===== src/sv/fdx_pkg.sv =====
`timescale 1ns / 1ps

package fdx_pkg;

  // Payload store geometry: two banks of one frame each.
  localparam int PAYLOAD_DEPTH = 64;
  localparam int IDX_W         = $clog2(PAYLOAD_DEPTH);
  localparam int ADDR_W        = IDX_W + 1;
  localparam int STORE_DEPTH   = 1 << ADDR_W;

  // Configuration register indexes.
  localparam logic [1:0] REG_HEADER_FIRST  = 2'd0;
  localparam logic [1:0] REG_HEADER_SECOND = 2'd1;
  localparam logic [1:0] REG_COMMAND_CODE  = 2'd2;

  // Result kinds and error codes.
  localparam logic       KIND_FRAME = 1'b0;
  localparam logic       KIND_ERROR = 1'b1;
  localparam logic [1:0] ERR_NONE   = 2'd0;
  localparam logic [1:0] ERR_CMD    = 2'd1;
  localparam logic [1:0] ERR_LEN    = 2'd2;
  localparam logic [1:0] ERR_SUM    = 2'd3;

  localparam logic [5:0] MIN_BODY_LEN = 6'd2;

  typedef logic [IDX_W-1:0]  idx_t;
  typedef logic [ADDR_W-1:0] addr_t;

  // One result item apart from its payload byte, which comes from the store.
  typedef struct packed {
    logic       kind;
    logic [1:0] code;
    logic [1:0] count;
    logic [5:0] blen;
    logic [7:0] sexp;
    logic [7:0] srcv;
    logic       pvalid;
    logic [5:0] pidx;
    logic       last;
  } res_t;

endpackage


===== src/sv/fdx_ram.sv =====
`timescale 1ns / 1ps

module fdx_ram #(
  parameter int WIDTH = 8,
  parameter int DEPTH = 128
) (
  input  logic                     clk,
  input  logic                     we,
  input  logic [$clog2(DEPTH)-1:0] waddr,
  input  logic [WIDTH-1:0]         wdata,
  input  logic                     re,
  input  logic [$clog2(DEPTH)-1:0] raddr,
  output logic [WIDTH-1:0]         rdata
);

  logic [WIDTH-1:0] mem [DEPTH];

  always_ff @(posedge clk) begin
    if (we) begin
      mem[waddr] <= wdata;
    end
    if (re) begin
      rdata <= mem[raddr];
    end
  end

endmodule


===== src/sv/frame_deframer_xor_checksum.sv =====
`timescale 1ns / 1ps

// Frame deframer with a two-byte header and an XOR checksum.
// Received bytes enter on the input channel (in_valid, in_stall, rx_byte), one item
// per cycle unless stalled. The parser hunts for header_first then header_second,
// checks the command byte, takes the length byte and writes the payload into a
// two-bank RAM, folding the length byte and every payload byte into a running XOR.
// Results leave on the output channel (out_valid, out_stall and the result fields).
// A good frame gives one item per payload byte, the last one marked, or a single
// item when the payload is empty; each fault gives a single error item.
// Results pass through the drain job, read stage and output register. Throughput:
// one input byte per cycle unless stalled. A frame's payload drains at one item per
// cycle, unless the receiver stalls, from the RAM read port while the next frame
// fills the other bank; the input stalls only on a byte that would start a new
// result run before the previous run is fully issued to the output side.
// Reset (rst, synchronous) returns the parser to hunting, clears the
// configuration registers and empties the output side; the RAM is not cleared.
// When the receiver stalls, the output register and the read stage behind it
// hold, the RAM read port stops and the input backs up once a run is waiting.
// Configuration registers are written through cfg_write, cfg_index and cfg_data.

module frame_deframer_xor_checksum (
  input  logic       clk,
  input  logic       rst,
  input  logic       cfg_write,
  input  logic [1:0] cfg_index,
  input  logic [7:0] cfg_data,
  input  logic       in_valid,
  output logic       in_stall,
  input  logic [7:0] rx_byte,
  output logic       out_valid,
  input  logic       out_stall,
  output logic       result_kind,
  output logic [1:0] error_code,
  output logic [1:0] frame_count,
  output logic [5:0] body_len,
  output logic [7:0] sum_expected,
  output logic [7:0] sum_received,
  output logic [7:0] payload_byte,
  output logic       payload_valid,
  output logic [5:0] payload_index,
  output logic       last
);

  import fdx_pkg::*;

  typedef enum logic [2:0] {
    PH_HUNT0,
    PH_HUNT1,
    PH_CMD,
    PH_LEN,
    PH_PAYLOAD,
    PH_SUM
  } phase_t;

  // Configuration registers.
  logic [7:0] header_first;
  logic [7:0] header_second;
  logic [7:0] command_code;

  // Parser state.
  phase_t     phase;
  logic [5:0] pos;
  logic [5:0] held_len;
  logic [1:0] held_cnt;
  logic [7:0] run_xor;
  logic       wbank;

  // Drain job: the result run currently being issued.
  logic       job_active;
  res_t       job_res;
  logic [5:0] job_idx;
  logic [5:0] job_last_idx;
  logic       job_bank;

  // Read stage (RAM data arrives with it) and output register.
  logic       s1_valid;
  res_t       s1_res;
  res_t       out_res;
  logic [7:0] out_byte;

  logic       want_res;
  res_t       new_res;
  logic [5:0] new_last_idx;
  res_t       issue_res;
  logic       in_fire;
  logic       launch;
  logic       out_free;
  logic       issue;
  logic       issue_last;
  logic       job_free;
  logic [5:0] pos_inc;
  logic       store_we;
  addr_t      store_waddr;
  addr_t      store_raddr;
  logic       store_re;
  logic [7:0] store_rdata;

  // Decide whether the byte on the input would emit a result, and with what fields.
  always_comb begin
    want_res     = 1'b0;
    new_res      = '0;
    new_res.last = 1'b1;
    new_last_idx = '0;
    case (phase)
      PH_CMD: begin
        if (rx_byte != command_code) begin
          want_res     = 1'b1;
          new_res.kind = KIND_ERROR;
          new_res.code = ERR_CMD;
        end
      end
      PH_LEN: begin
        if (rx_byte[5:0] < MIN_BODY_LEN) begin
          want_res      = 1'b1;
          new_res.kind  = KIND_ERROR;
          new_res.code  = ERR_LEN;
          new_res.count = rx_byte[7:6];
          new_res.blen  = rx_byte[5:0];
        end
      end
      PH_SUM: begin
        want_res      = 1'b1;
        new_res.count = held_cnt;
        new_res.blen  = held_len;
        new_res.sexp  = run_xor;
        new_res.srcv  = rx_byte;
        if (run_xor != rx_byte) begin
          new_res.kind = KIND_ERROR;
          new_res.code = ERR_SUM;
        end else if (held_len == MIN_BODY_LEN) begin
          new_res.kind = KIND_FRAME;
          new_res.code = ERR_NONE;
        end else begin
          new_res.kind   = KIND_FRAME;
          new_res.code   = ERR_NONE;
          new_res.pvalid = 1'b1;
          new_last_idx   = held_len - 6'd3;
        end
      end
      default: begin
        want_res = 1'b0;
      end
    endcase
  end

  // The item that the drain job hands to the read stage this cycle.
  always_comb begin
    issue_res      = job_res;
    issue_res.pidx = job_res.pvalid ? job_idx : 6'd0;
    issue_res.last = issue_last;
  end

  assign out_free   = !out_valid || !out_stall;
  assign issue      = job_active && (!s1_valid || out_free);
  assign issue_last = job_idx == job_last_idx;
  assign job_free   = !job_active || (issue && issue_last);
  assign in_stall   = want_res && !job_free;
  assign in_fire    = in_valid && !in_stall;
  assign launch     = in_fire && want_res;
  assign pos_inc    = pos + 6'd1;

  // Payload store: the parser writes its bank, the drain side reads the other one.
  assign store_we    = in_fire && (phase == PH_PAYLOAD);
  assign store_waddr = {wbank, idx_t'(pos)};
  assign store_re    = issue && job_res.pvalid;
  assign store_raddr = {job_bank, idx_t'(job_idx)};

  fdx_ram #(
    .WIDTH (8),
    .DEPTH (STORE_DEPTH)
  ) u_store (
    .clk   (clk),
    .we    (store_we),
    .waddr (store_waddr),
    .wdata (rx_byte),
    .re    (store_re),
    .raddr (store_raddr),
    .rdata (store_rdata)
  );

  always_ff @(posedge clk) begin
    if (rst) begin
      header_first  <= '0;
      header_second <= '0;
      command_code  <= '0;
    end else if (cfg_write) begin
      case (cfg_index)
        REG_HEADER_FIRST:  header_first  <= cfg_data;
        REG_HEADER_SECOND: header_second <= cfg_data;
        REG_COMMAND_CODE:  command_code  <= cfg_data;
        default: begin
        end
      endcase
    end
  end

  // Parser.
  always_ff @(posedge clk) begin
    if (rst) begin
      phase    <= PH_HUNT0;
      pos      <= '0;
      held_len <= '0;
      held_cnt <= '0;
      run_xor  <= '0;
      wbank    <= 1'b0;
    end else if (in_fire) begin
      case (phase)
        PH_HUNT1: begin
          if (rx_byte == header_second) begin
            phase <= PH_CMD;
          end else if (rx_byte != header_first) begin
            phase <= PH_HUNT0;
          end
        end
        PH_CMD: begin
          phase <= (rx_byte == command_code) ? PH_LEN : PH_HUNT0;
        end
        PH_LEN: begin
          held_len <= rx_byte[5:0];
          held_cnt <= rx_byte[7:6];
          if (rx_byte[5:0] < MIN_BODY_LEN) begin
            phase <= PH_HUNT0;
          end else begin
            run_xor <= rx_byte;
            pos     <= '0;
            phase   <= (rx_byte[5:0] == MIN_BODY_LEN) ? PH_SUM : PH_PAYLOAD;
          end
        end
        PH_PAYLOAD: begin
          run_xor <= run_xor ^ rx_byte;
          pos     <= pos_inc;
          if (pos_inc >= held_len - MIN_BODY_LEN) begin
            phase <= PH_SUM;
          end
        end
        PH_SUM: begin
          phase <= PH_HUNT0;
          if (launch && new_res.pvalid) begin
            wbank <= !wbank;
          end
        end
        default: begin
          phase <= (rx_byte == header_first) ? PH_HUNT1 : PH_HUNT0;
        end
      endcase
    end
  end

  // Drain job, read stage and output register.
  always_ff @(posedge clk) begin
    if (rst) begin
      job_active <= 1'b0;
      s1_valid   <= 1'b0;
      out_valid  <= 1'b0;
    end else begin
      if (launch) begin
        job_active   <= 1'b1;
        job_res      <= new_res;
        job_idx      <= '0;
        job_last_idx <= new_last_idx;
        job_bank     <= wbank;
      end else if (issue) begin
        if (issue_last) begin
          job_active <= 1'b0;
        end else begin
          job_idx <= job_idx + 6'd1;
        end
      end

      if (issue) begin
        s1_res <= issue_res;
      end
      s1_valid <= issue || (s1_valid && !out_free);

      if (out_free) begin
        out_valid <= s1_valid;
        if (s1_valid) begin
          out_res  <= s1_res;
          out_byte <= s1_res.pvalid ? store_rdata : 8'd0;
        end
      end
    end
  end

  assign result_kind   = out_res.kind;
  assign error_code    = out_res.code;
  assign frame_count   = out_res.count;
  assign body_len      = out_res.blen;
  assign sum_expected  = out_res.sexp;
  assign sum_received  = out_res.srcv;
  assign payload_byte  = out_byte;
  assign payload_valid = out_res.pvalid;
  assign payload_index = out_res.pidx;
  assign last          = out_res.last;

`ifndef SYNTHESIS
  // The parser never writes the bank that a payload run is still reading.
  a_bank_split: assert property (@(posedge clk) disable iff (rst)
    (store_we && job_active && job_res.pvalid) |-> (job_bank != wbank))
    else $error("payload write hits the bank being drained");

  // The read stage holds its item while the output register is blocked.
  a_s1_hold: assert property (@(posedge clk) disable iff (rst)
    (s1_valid && !out_free) |=> (s1_valid && $stable(s1_res)))
    else $error("read stage changed while blocked");

  // A run index never passes the last index of its run.
  a_idx_range: assert property (@(posedge clk) disable iff (rst)
    job_active |-> (job_idx <= job_last_idx))
    else $error("drain index beyond run length");

  // Items without payload data always close their run.
  a_single_last: assert property (@(posedge clk) disable iff (rst)
    (out_valid && !payload_valid) |-> last)
    else $error("result without payload is not marked last");
`endif

endmodule

===== config.mk =====
export PLATFORM = sky130hd
export DESIGN_NAME = frame_deframer_xor_checksum
export DESIGN_NICKNAME = d
export VERILOG_FILES = /design/src/sv/fdx_pkg.sv /design/src/sv/fdx_ram.sv /design/src/sv/frame_deframer_xor_checksum.sv
export SDC_FILE = /design/constraint.sdc
export NUM_CORES = 1
export LEC_CHECK = 0
export BUFFER_PORTS_ARGS = -buffer_cell sky130_fd_sc_hd__buf_4
export CORE_MARGIN = 2
export CORE_UTILIZATION = 50
export DETAILED_ROUTE_END_ITERATION = 16
export PLACE_DENSITY = 0.66
export SLEW_MARGIN = 15
export SYNTH_ARGS = -nofsm -noshare
export SYNTH_HDL_FRONTEND = slang
export SYNTH_HIERARCHICAL = 1
export SYNTH_SLANG_ARGS = --single-unit

===== constraint.sdc =====
create_clock -name clk -period 7.4 [get_ports clk]
set_clock_uncertainty 0.05 [all_clocks]
set_input_delay 1.48 -clock clk [delete_from_list [all_inputs] [get_ports clk]]
set_output_delay 1.48 -clock clk [all_outputs]
set_load 0.05 [all_outputs]

-- Yosys cells after proc, flatten, opt, wreduce, memory -nomap -nowiden
Memory sizes are Yosys's and may differ from the RTL's. A register that Yosys moved wholly into a read port is not among the register bits.
Cells that the tools add are included.
- register bits after elaboration: 172
- RAM bits: 1024
- word-level logic and storage cells: 139
- memories: 1
- add/sub/neg operators: 4
- order comparisons: 2
- equality and inequality tests: 20
- mux-type cells: 30
- bitwise operators: 3
- reduce and logical (&&, ||, !) cells: 38
- memories (memory ; depth ; width ; rd ports ; clocked after Yosys merged registers in ; wr ports ; RTL line ; source):
    u_store.mem ; 128 ; 8 ; 1 ; 1 ; 1 ; fdx_ram.sv:16 ; logic [WIDTH-1:0] mem [DEPTH];
- operators with widths (operator ; count):
    $pmux 8 s2 ; 2
    $eq 8x8->1 ; 3
    $ne 8x8->1 ; 3
    $mux 3 ; 6
    $mux 6 ; 3
    $pmux 3 s5 ; 1
    $reduce_and 3->1 ; 5
    $reduce_and 2->1 ; 7
    $add 6x1->6 const B ; 2
    $eq 6x2->1 const B ; 2
    $mux 1 ; 12
    $pmux 6 s2 ; 1
    $sub 6x2->6 const B ; 2
    $mux 11 ; 1
    $logic_and 1x1->1 ; 9
    $pmux 3 s3 ; 1
    $logic_not 1->1 ; 8
    $mux 8 ; 1
    $xor 8x8->8 ; 1
    $eq 3x2->1 const B ; 2
    $eq 3x3->1 const B ; 2
    $eq 6x6->1 ; 1
    $ge 6x6->1 ; 1
    $lt 6x2->1 const B ; 1
    other kinds (13) ; 20

-- Depth between registers and ports, before layout
Gate-level depths: netlist of the first run.
- word-level depth: 13
- depth in mapped cells: 11
- gate-level depth less buffers: 10

-- Modules after synthesis
Netlist of the first run, hierarchy kept.
- modules (own cells, without submodules) (module ; times used ; cells an instance ; area each (um^2) ; seq. area each (um^2)):
    fdx_ram ; 1 ; 1635 ; 39745.6 ; 30989.7
    frame_deframer_xor_checksum ; 1 ; 554 ; 7096.8 ; 4634.4

-- Least setup slack after synthesis of the first run
OpenSTA, ideal clock, no wires.
- path type: in2reg
- start: in rx_byte[5]
- end: reg job_res (netlist bit issue_res[10]) (enable)
- library setup time: 427 ps
- arrival: 4135 ps
- data required time: 6923 ps
- path slack: 2788 ps
- stages on the path: 7
- path through: buf_6 -> nor4_4 -> nor3b_4 -> nor2_2 -> a21oi_1 -> nand2_1 -> nor2_1
- cells in the longest elaborated chain, start to end: 8
- RTL lines (what ; RTL line ; source):
    start, declared ; frame_deframer_xor_checksum.sv:30 ; input logic [7:0] rx_byte,
    $lt 6x2->1 or $ne 8x8->1 (tied branches) ; frame_deframer_xor_checksum.sv:114, frame_deframer_xor_checksum.sv:107 ;
    $mux 1 (on tied branches) ; frame_deframer_xor_checksum.sv:114, frame_deframer_xor_checksum.sv:107 ;
    $pmux 1 s3 * ; frame_deframer_xor_checksum.sv:105 ; case (phase)
    $logic_and 1x1->1 ; frame_deframer_xor_checksum.sv:158 ; assign in_stall = want_res && !job_free;
    $logic_not 1->1 ; frame_deframer_xor_checksum.sv:159 ; assign in_fire = in_valid && !in_stall;
    $logic_and 1x1->1 ; frame_deframer_xor_checksum.sv:159 ;
    $logic_and 1x1->1 * ; frame_deframer_xor_checksum.sv:160 ; assign launch = in_fire && want_res;
    $reduce_and 2->1 (no line) * ; n/a ;
    end signal, assigned ; frame_deframer_xor_checksum.sv:259 ; job_res <= new_res;
    end, declared ; frame_deframer_xor_checksum.sv:71 ; res_t job_res;
Every way passes the cells marked *; elsewhere a longest branch is shown, timed or not.
A chain may end at the register's enable or synchronous reset.

-- Worst setup path after layout of the first run
- start: in rx_byte[4]
- end: out in_stall
- cells in the longest elaborated chain, start to end: 4
- RTL lines (what ; RTL line ; source):
    $lt 6x2->1 or $ne 8x8->1 (tied branches) ; frame_deframer_xor_checksum.sv:114, frame_deframer_xor_checksum.sv:107 ;
    $mux 1 (on tied branches) ; frame_deframer_xor_checksum.sv:114, frame_deframer_xor_checksum.sv:107 ;
    $pmux 1 s3 * ; frame_deframer_xor_checksum.sv:105 ;
    $logic_and 1x1->1 * ; frame_deframer_xor_checksum.sv:158 ;
    end, declared ; frame_deframer_xor_checksum.sv:29 ; output logic in_stall,
Marks and branches as above.

==> results of run 1 <==
-- how the worst max path moves through the flow --
| stage | end | slack (ns) |
|---|---|---|
| after floorplan | issue_res[10] | 2.79 |
| after global placement | in_stall | 2.48 |
| after detailed placement | in_stall | 2.58 |
| after CTS | in_stall | 2.58 |
| after global routing | in_stall | 2.43 |
| final | in_stall | 2.54 |
-- placed cells by master (no fill, tap or decap), types with 4 or more instances in the layout --
| cell | n |
|---|---|
| nand2_1 | 33 |
| and3_1 | 5 |
| ha_1 | 12 |
| mux2i_1 | 31 |
| dfxtp_1 | 53 |
| nor3b_1 | 4 |
| nor3_2 | 8 |
| buf_4 | 116 |
| nand3b_1 | 5 |
| nor4_1 | 4 |
| clkinvlp_4 | 6 |
| o21ai_0 | 13 |
| o21ai_1 | 14 |
| nor2_1 | 193 |
| a21oi_1 | 21 |
| nor2b_1 | 10 |
| mux2_2 | 8 |
| bufinv_16 | 14 |
| and2_1 | 35 |
| nor3_1 | 9 |
| nand3_1 | 16 |
| clkinv_2 | 19 |
| clkbuf_16 | 116 |
| clkbuf_8 | 7 |
| clkinv_1 | 20 |
| xor2_1 | 14 |
| xnor2_1 | 39 |
| edfxtp_1 | 1151 |
| inv_1 | 8 |
| mux4_2 | 336 |
| clkbuf_1 | 22 |
| nand4_1 | 11 |
-- power groups by stage --
stage	combinational (mW)	clock (mW)	sequential [mW]
6_report	0.169	5.87	7.45
5_1_grt	0.183	6.24	7.45
4_1_cts	0.172	5.97	7.45
3_5_place_dp	0.173	0	7.60
3_3_place_gp	0.166	0	7.60
2_1_floorplan	0.0383	0	7.60
-- state kept, by name (all words and copies together), names as in the netlist, 8 cells and up --
name,cells
u_store/mem,1024
run_xor,8
sum_received,8
header_second,8
issue_res,28
u_store/rdata,8
sum_expected,8
header_first,8
s1_res,35
command_code,8
payload_byte,8
-- cell type report --
cell class                      count  area (sq um)  area share (%)
Inverter                           10          37.5          0.0713
Multi-Input combinational cell    858         10700            20.3
Timing Repair Buffer              118           911            1.73
Clock buffer                      145          3080            5.85
Tap cell                         1254          1570            2.98
Clock inverter                     66           733            1.39
Sequential cell                  1204         35600            67.6
-- kinds of logic (layout without fill, tap and decap cells) --
logic type / count (synthesis) / after routing / share of synthesized area [%]
buffers and inverters: 127 / 339 / 1.21
AND/OR/NAND/NOR: 347 / 347 / 3.42
flip-flops: 1204 / 1204 / 76.1
multiplexers: 376 / 376 / 17.0
XOR/XNOR: 53 / 53 / 0.991
adder cells (fa/ha/maj): 12 / 12 / 0.321
AO/OA/AOI/OAI: 70 / 70 / 0.978
-- worst max-delay path, delay by kind of cell --
kind	cells	cell delay [ns]
AOI/OAI and AO/OA	2	0.70
xor gates and xnor gates	1	0.20
buffers and inverters	2	0.65
and+or+nand+nor	1	0.19
-- per-layer routing --
metal,vias to the layer above,wire (um)
met3,181,10200
met2,1008,50200
li1,9234,-
met5,-,9
met4,2,3320
met1,11800,41300
==> flow_summary.json, run 1 <==
{
  "outcome": "completed",
  "final_util_pct": 56.6,
  "area.growth.synth_to_final_pct": 12.4,
  "htreeDepth": 3,
  "rsz0062_at_grt": "false",
  "crit_fanout": 36,
  "post_cts_resized": 0,
  "setup_slack_ns": 2.54,
  "period_minus_slack_ns": 4.86,
  "slowest_stage": "o21ai_1",
  "coreArea_sq_um": 93000,
  "ioPinCount": 68,
  "yosys-top-cells-area": "edfxtp_1 (74%), mux4_2 (16%), dfxtp_1 (2.3%)",
  "syn_area_per_cell_sq_um": 21.4,
  "ys.flop_type": "edfxtp_1",
  "finalWirelength_mm": 105,
  "grt_max_degree": 107,
  "yosys_warnings": 6,
  "power_mw": 13.5,
  "clkPwrFrac_pct": 43.5,
  "die-area_sq_um": 96100,
  "path_cells": "buf_4, xnor2_1, nand4_1, o21ai_1, a21oi_2, buf_4",
  "rrSetupSlack_ns": 3.21,
  "synth_top_area_cell": "edfxtp_1",
  "port_buffers": 67,
  "use_met3_pct": 5.87,
  "seq_power_share_pct": 55.2,
  "viasPerCell": 6.08,
  "slew_viol_final": 0,
  "hp-class": "flop to flop",
  "worstSetupStartpointType": "input port",
  "end_kind": "output pin",
  "cts_buffers": 113,
  "finalHoldViolCount": 0,
  "drcViolationCount": 0,
  "start_util_pct": 50.3,
  "finalSetupTns_ns": 0,
  "required_ns": 5.87,
  "drt_pass1_iterations": 5,
  "synth_cell_type_count": 54,
  "diodes": 0,
  "p_per_area_nw_per_um2": 256,
  "leakage_nw": 16.5,
  "dpl_cell_area_sq_um": 48800,
  "hold_buffers": 0,
  "reg2reg_from": "job_idx[0]",
  "antenna_found_initial": 3,
  "grt_util_all_layers_pct": 22.4,
  "min_delay_path_depth": 0,
  "timing.fmax_ghz": 0.206,
  "critPathMaxStageDelay_ns": 0.50,
  "die_w_um": 310,
  "routabilityCongestion": 0.837,
  "grt.busiest_layer": "met2",
  "gr-usage-met1_pct": 31.2,
  "synth_top_area_share_pct": 73.8,
  "clkTransAtPathRegs_ns": 0.06,
  "arrival_ns": 3.33,
  "cts.sinks": 1204,
  "fillCellCount": 6775,
  "synth_edf_count": 1151,
  "p_sw_mw": 2.59,
  "syn_area_sq_um": 46800,
  "ant_nets": 0,
  "ys_seq_area_share_pct": 76.1,
  "yosysMostFrequentCell": "edfxtp_1",
  "p_comb_share_pct": 1.3,
  "drt_iter0_drc": 2597,
  "critPathKind": "input port to output pin",
  "dp.cells": 3444,
  "synth.ff_latch_count": 1204,
  "rr_endpoint": "u_store/rdata[4]",
  "vdd_drop_max_v": 0.000153,
  "synthTopCellsByCount": "edfxtp_1 (1151), mux4_2 (336), nor2_1 (194)",
  "place_ws_ns": 2.58,
  "timing.hold.ws_ns": 0.364,
  "tightest_slew_ns": 1.08,
  "cap_violations": 0,
  "final_nets": 2340,
  "setup_viol": 0,
  "synthArstFlopShare_pct": 0,
  "worstHoldStart": "s1_res[0]",
  "insertion_delay_ns": 0.68,
  "cts_tree": "done",
  "cp_common_cell": "buf_4",
  "row_count": 112,
  "post_cts_buffers": 0,
  "drive_above_1_share_pct": 27.2,
  "worstSetupStartpoint": "rx_byte[4]",
  "die_h_um": 310,
  "grt_pass1_vias": 22400,
  "fin_cells": 3655,
  "min_to": "last",
  "final_area_sq_um": 52700,
  "via_count": 22200,
  "clk_path_buf_depth": 3,
  "hpwl_mm": 65.9,
  "cts_root_buf": "clkbuf_16",
  "fin_crit_sh_pct": 65.7,
  "syn-instance-count": 2189,
  "power.internal_mw": 10.9,
  "avgRoutedWirePerCell_um": 28.7,
  "grt_overflow_total": 0,
  "grt_pass1_wl_mm": 154,
  "netSwitchingFraction_pct": 19.2,
  "slew_headroom_pct": 27.9,
  "synth.net_count": 2224,
  "use_met2_pct": 34.7,
  "reg2reg_depth": 6
}
(Power assumes the default switching activity.)
==> inputs of run 2 (changes only) <==
--- a/config.mk
+++ b/config.mk
@@ -9,7 +9,7 @@
 export CORE_MARGIN = 2
 export CORE_UTILIZATION = 50
 export DETAILED_ROUTE_END_ITERATION = 16
-export PLACE_DENSITY = 0.66
+export PLACE_DENSITY = 0.68
 export SLEW_MARGIN = 15
 export SYNTH_ARGS = -nofsm -noshare
 export SYNTH_HDL_FRONTEND = slang
==> constraint.sdc (replaced) <==
create_clock -name clk -period 4.2 [get_ports clk]
set_clock_uncertainty 0.05 [all_clocks]
set_input_delay 0.84 -clock clk [delete_from_list [all_inputs] [get_ports clk]]
set_output_delay 0.84 -clock clk [all_outputs]
set_load 0.05 [all_outputs]
==> flow_summary.json, run 2 (synthesized netlist as in run 1, its figures left out) <==
{
  "outcome": "completed",
  "p_comb_share_pct": 1.2,
  "min_to": "frame_count[1]",
  "antenna_found_initial": 6,
  "path_cells": "buf_12, xnor2_1, nand4_1, o31ai_1, a21oi_2, buf_4",
  "hold_buffers": 0,
  "drt_pass1_iterations": 5,
  "grt_pass1_wl_mm": 154,
  "grt_util_all_layers_pct": 22.4,
  "die_w_um": 310,
  "start_util_pct": 50.3,
  "clkTransAtPathRegs_ns": 0.06,
  "diodes": 0,
  "hp-class": "flop to flop",
  "die-area_sq_um": 96100,
  "largest_reg_flops": 1024,
  "netSwitchingFraction_pct": 19.5,
  "p_sw_mw": 4.61,
  "hpwl_mm": 64.7,
  "cts_tree": "done",
  "cts_buffers": 116,
  "die_h_um": 310,
  "cts_root_buf": "clkbuf_16",
  "clkPwrFrac_pct": 43.1,
  "final_nets": 2447,
  "period_minus_slack_ns": 3.99,
  "routabilityCongestion": 0.796,
  "slowest_stage": "edfxtp_1",
  "rr_endpoint": "u_store/rdata[5]",
  "slew_headroom_pct": 27.5,
  "finalSetupTns_ns": 0,
  "required_ns": 3.31,
  "ant_nets": 0,
  "area.growth.synth_to_final_pct": 14.2,
  "drive_above_1_share_pct": 29.9,
  "finalWirelength_mm": 105,
  "fillCellCount": 6701,
  "end_kind": "output pin",
  "rrSetupSlack_ns": 0.55,
  "worstHoldStart": "s1_res[31]",
  "port_buffers": 67,
  "grt_pass1_vias": 22600,
  "avgRoutedWirePerCell_um": 28.0,
  "ioPinCount": 68,
  "vdd_drop_max_v": 0.000395,
  "critPathMaxStageDelay_ns": 0.77,
  "post_cts_buffers": 0,
  "drt_iter0_drc": 2742,
  "coreArea_sq_um": 93000,
  "setup_viol": 0,
  "crit_fanout": 36,
  "power.internal_mw": 19.0,
  "clk_path_buf_depth": 3,
  "final_cell_mix": "edfxtp_1 (1151), mux4_2 (336), buf_4 (206)",
  "setup_slack_ns": 0.211,
  "grt_max_degree": 137,
  "post_cts_resized": 0,
  "power_mw": 23.6,
  "tightest_slew_ns": 1.09,
  "grt_overflow_total": 0,
  "htreeDepth": 3,
  "top_register": "u_store/mem",
  "min_delay_path_depth": 0,
  "slew_viol_final": 0,
  "arrival_ns": 3.10,
  "cap_violations": 0,
  "via_count": 22500,
  "place_ws_ns": 0.348,
  "viasPerCell": 5.99,
  "drcViolationCount": 0,
  "leakage_nw": 17.1,
  "timing.fmax_ghz": 0.251,
  "finalHoldViolCount": 0,
  "insertion_delay_ns": 0.69,
  "p_per_area_nw_per_um2": 441,
  "seq_power_share_pct": 55.7,
  "critPathKind": "flop to output pin",
  "rsz0062_at_grt": "false",
  "reg2reg_depth": 5,
  "reg2reg_from": "job_idx[0]",
  "cts.sinks": 1204,
  "worstSetupStartpointType": "flop",
  "row_count": 112,
  "final_common_cell": "edfxtp_1",
  "fin_crit_sh_pct": 95.0
}
## run 2: routing by layer
metal	share of wire [%]	wire length [um]	up-vias	global-route usage, %
li1	-	-	9447	-
met1	40	42200	12000	31.9
met2	49	52000	940	36.4
met3	8.3	8750	147	3.91
met4	2.2	2360	0	5.58
met5	0	0	-	0
## run 2: cell type report
class                           instances  area [sq um]  area share (%)
Inverter                               10          37.5          0.0702
Tap cell                             1254          1570            2.93
Clock buffer                          142          3090            5.79
Multi-Input combinational cell        858         10700            19.9
Clock inverter                         72           629            1.18
Sequential cell                      1204         35600            66.6
Timing Repair Buffer                  222          1870            3.49
## run 2: critical path, delay by kind of cell, from the launching register on
kind	cells	cell delay, ns
AO/OA/AOI/OAI	2	0.68
flip-flops	1	0.77
AND/OR/NAND/NOR	1	0.18
XOR/XNOR	1	0.16
buffers and inverters	2	0.61
## run 2: per-stage QoR
stage,util [%],hold WS (ns),area (sq um),cells
floorplan,-,0.350,46800,2189
global placement,53.5,0.352,49700,3547
detailed placement,53.5,0.355,49700,3547
CTS,57.5,0.339,53500,3761
global route,57.5,0.366,53500,3762
finish,57.5,0.368,53500,3762
## run 2: worst max path at each step
| stage | start | slack, ns | cells past startpoint | to |
|---|---|---|---|---|
| 2_1_floorplan | rx_byte[5] | 0.23 | 7 | issue_res[10] |
| 3_3_place_gp | rx_byte[3] | 0.37 | 6 | in_stall |
| 3_5_place_dp | rx_byte[3] | 0.35 | 6 | in_stall |
| 4_1_cts | job_idx[0] | 0.16 | 6 | in_stall |
| 5_1_grt | job_idx[0] | 0.02 | 6 | in_stall |
| 6_report | job_idx[0] | 0.21 | 6 | in_stall |
## run 2: power groups by stage
stage,clock (mW),combinational (mW),sequential (mW)
after CTS,10.3,0.284,13.1
after global routing,10.8,0.307,13.1
after floorplan,0,0.0674,13.4
after global placement,0,0.268,13.4
final,10.2,0.283,13.1
after detailed placement,0,0.284,13.4
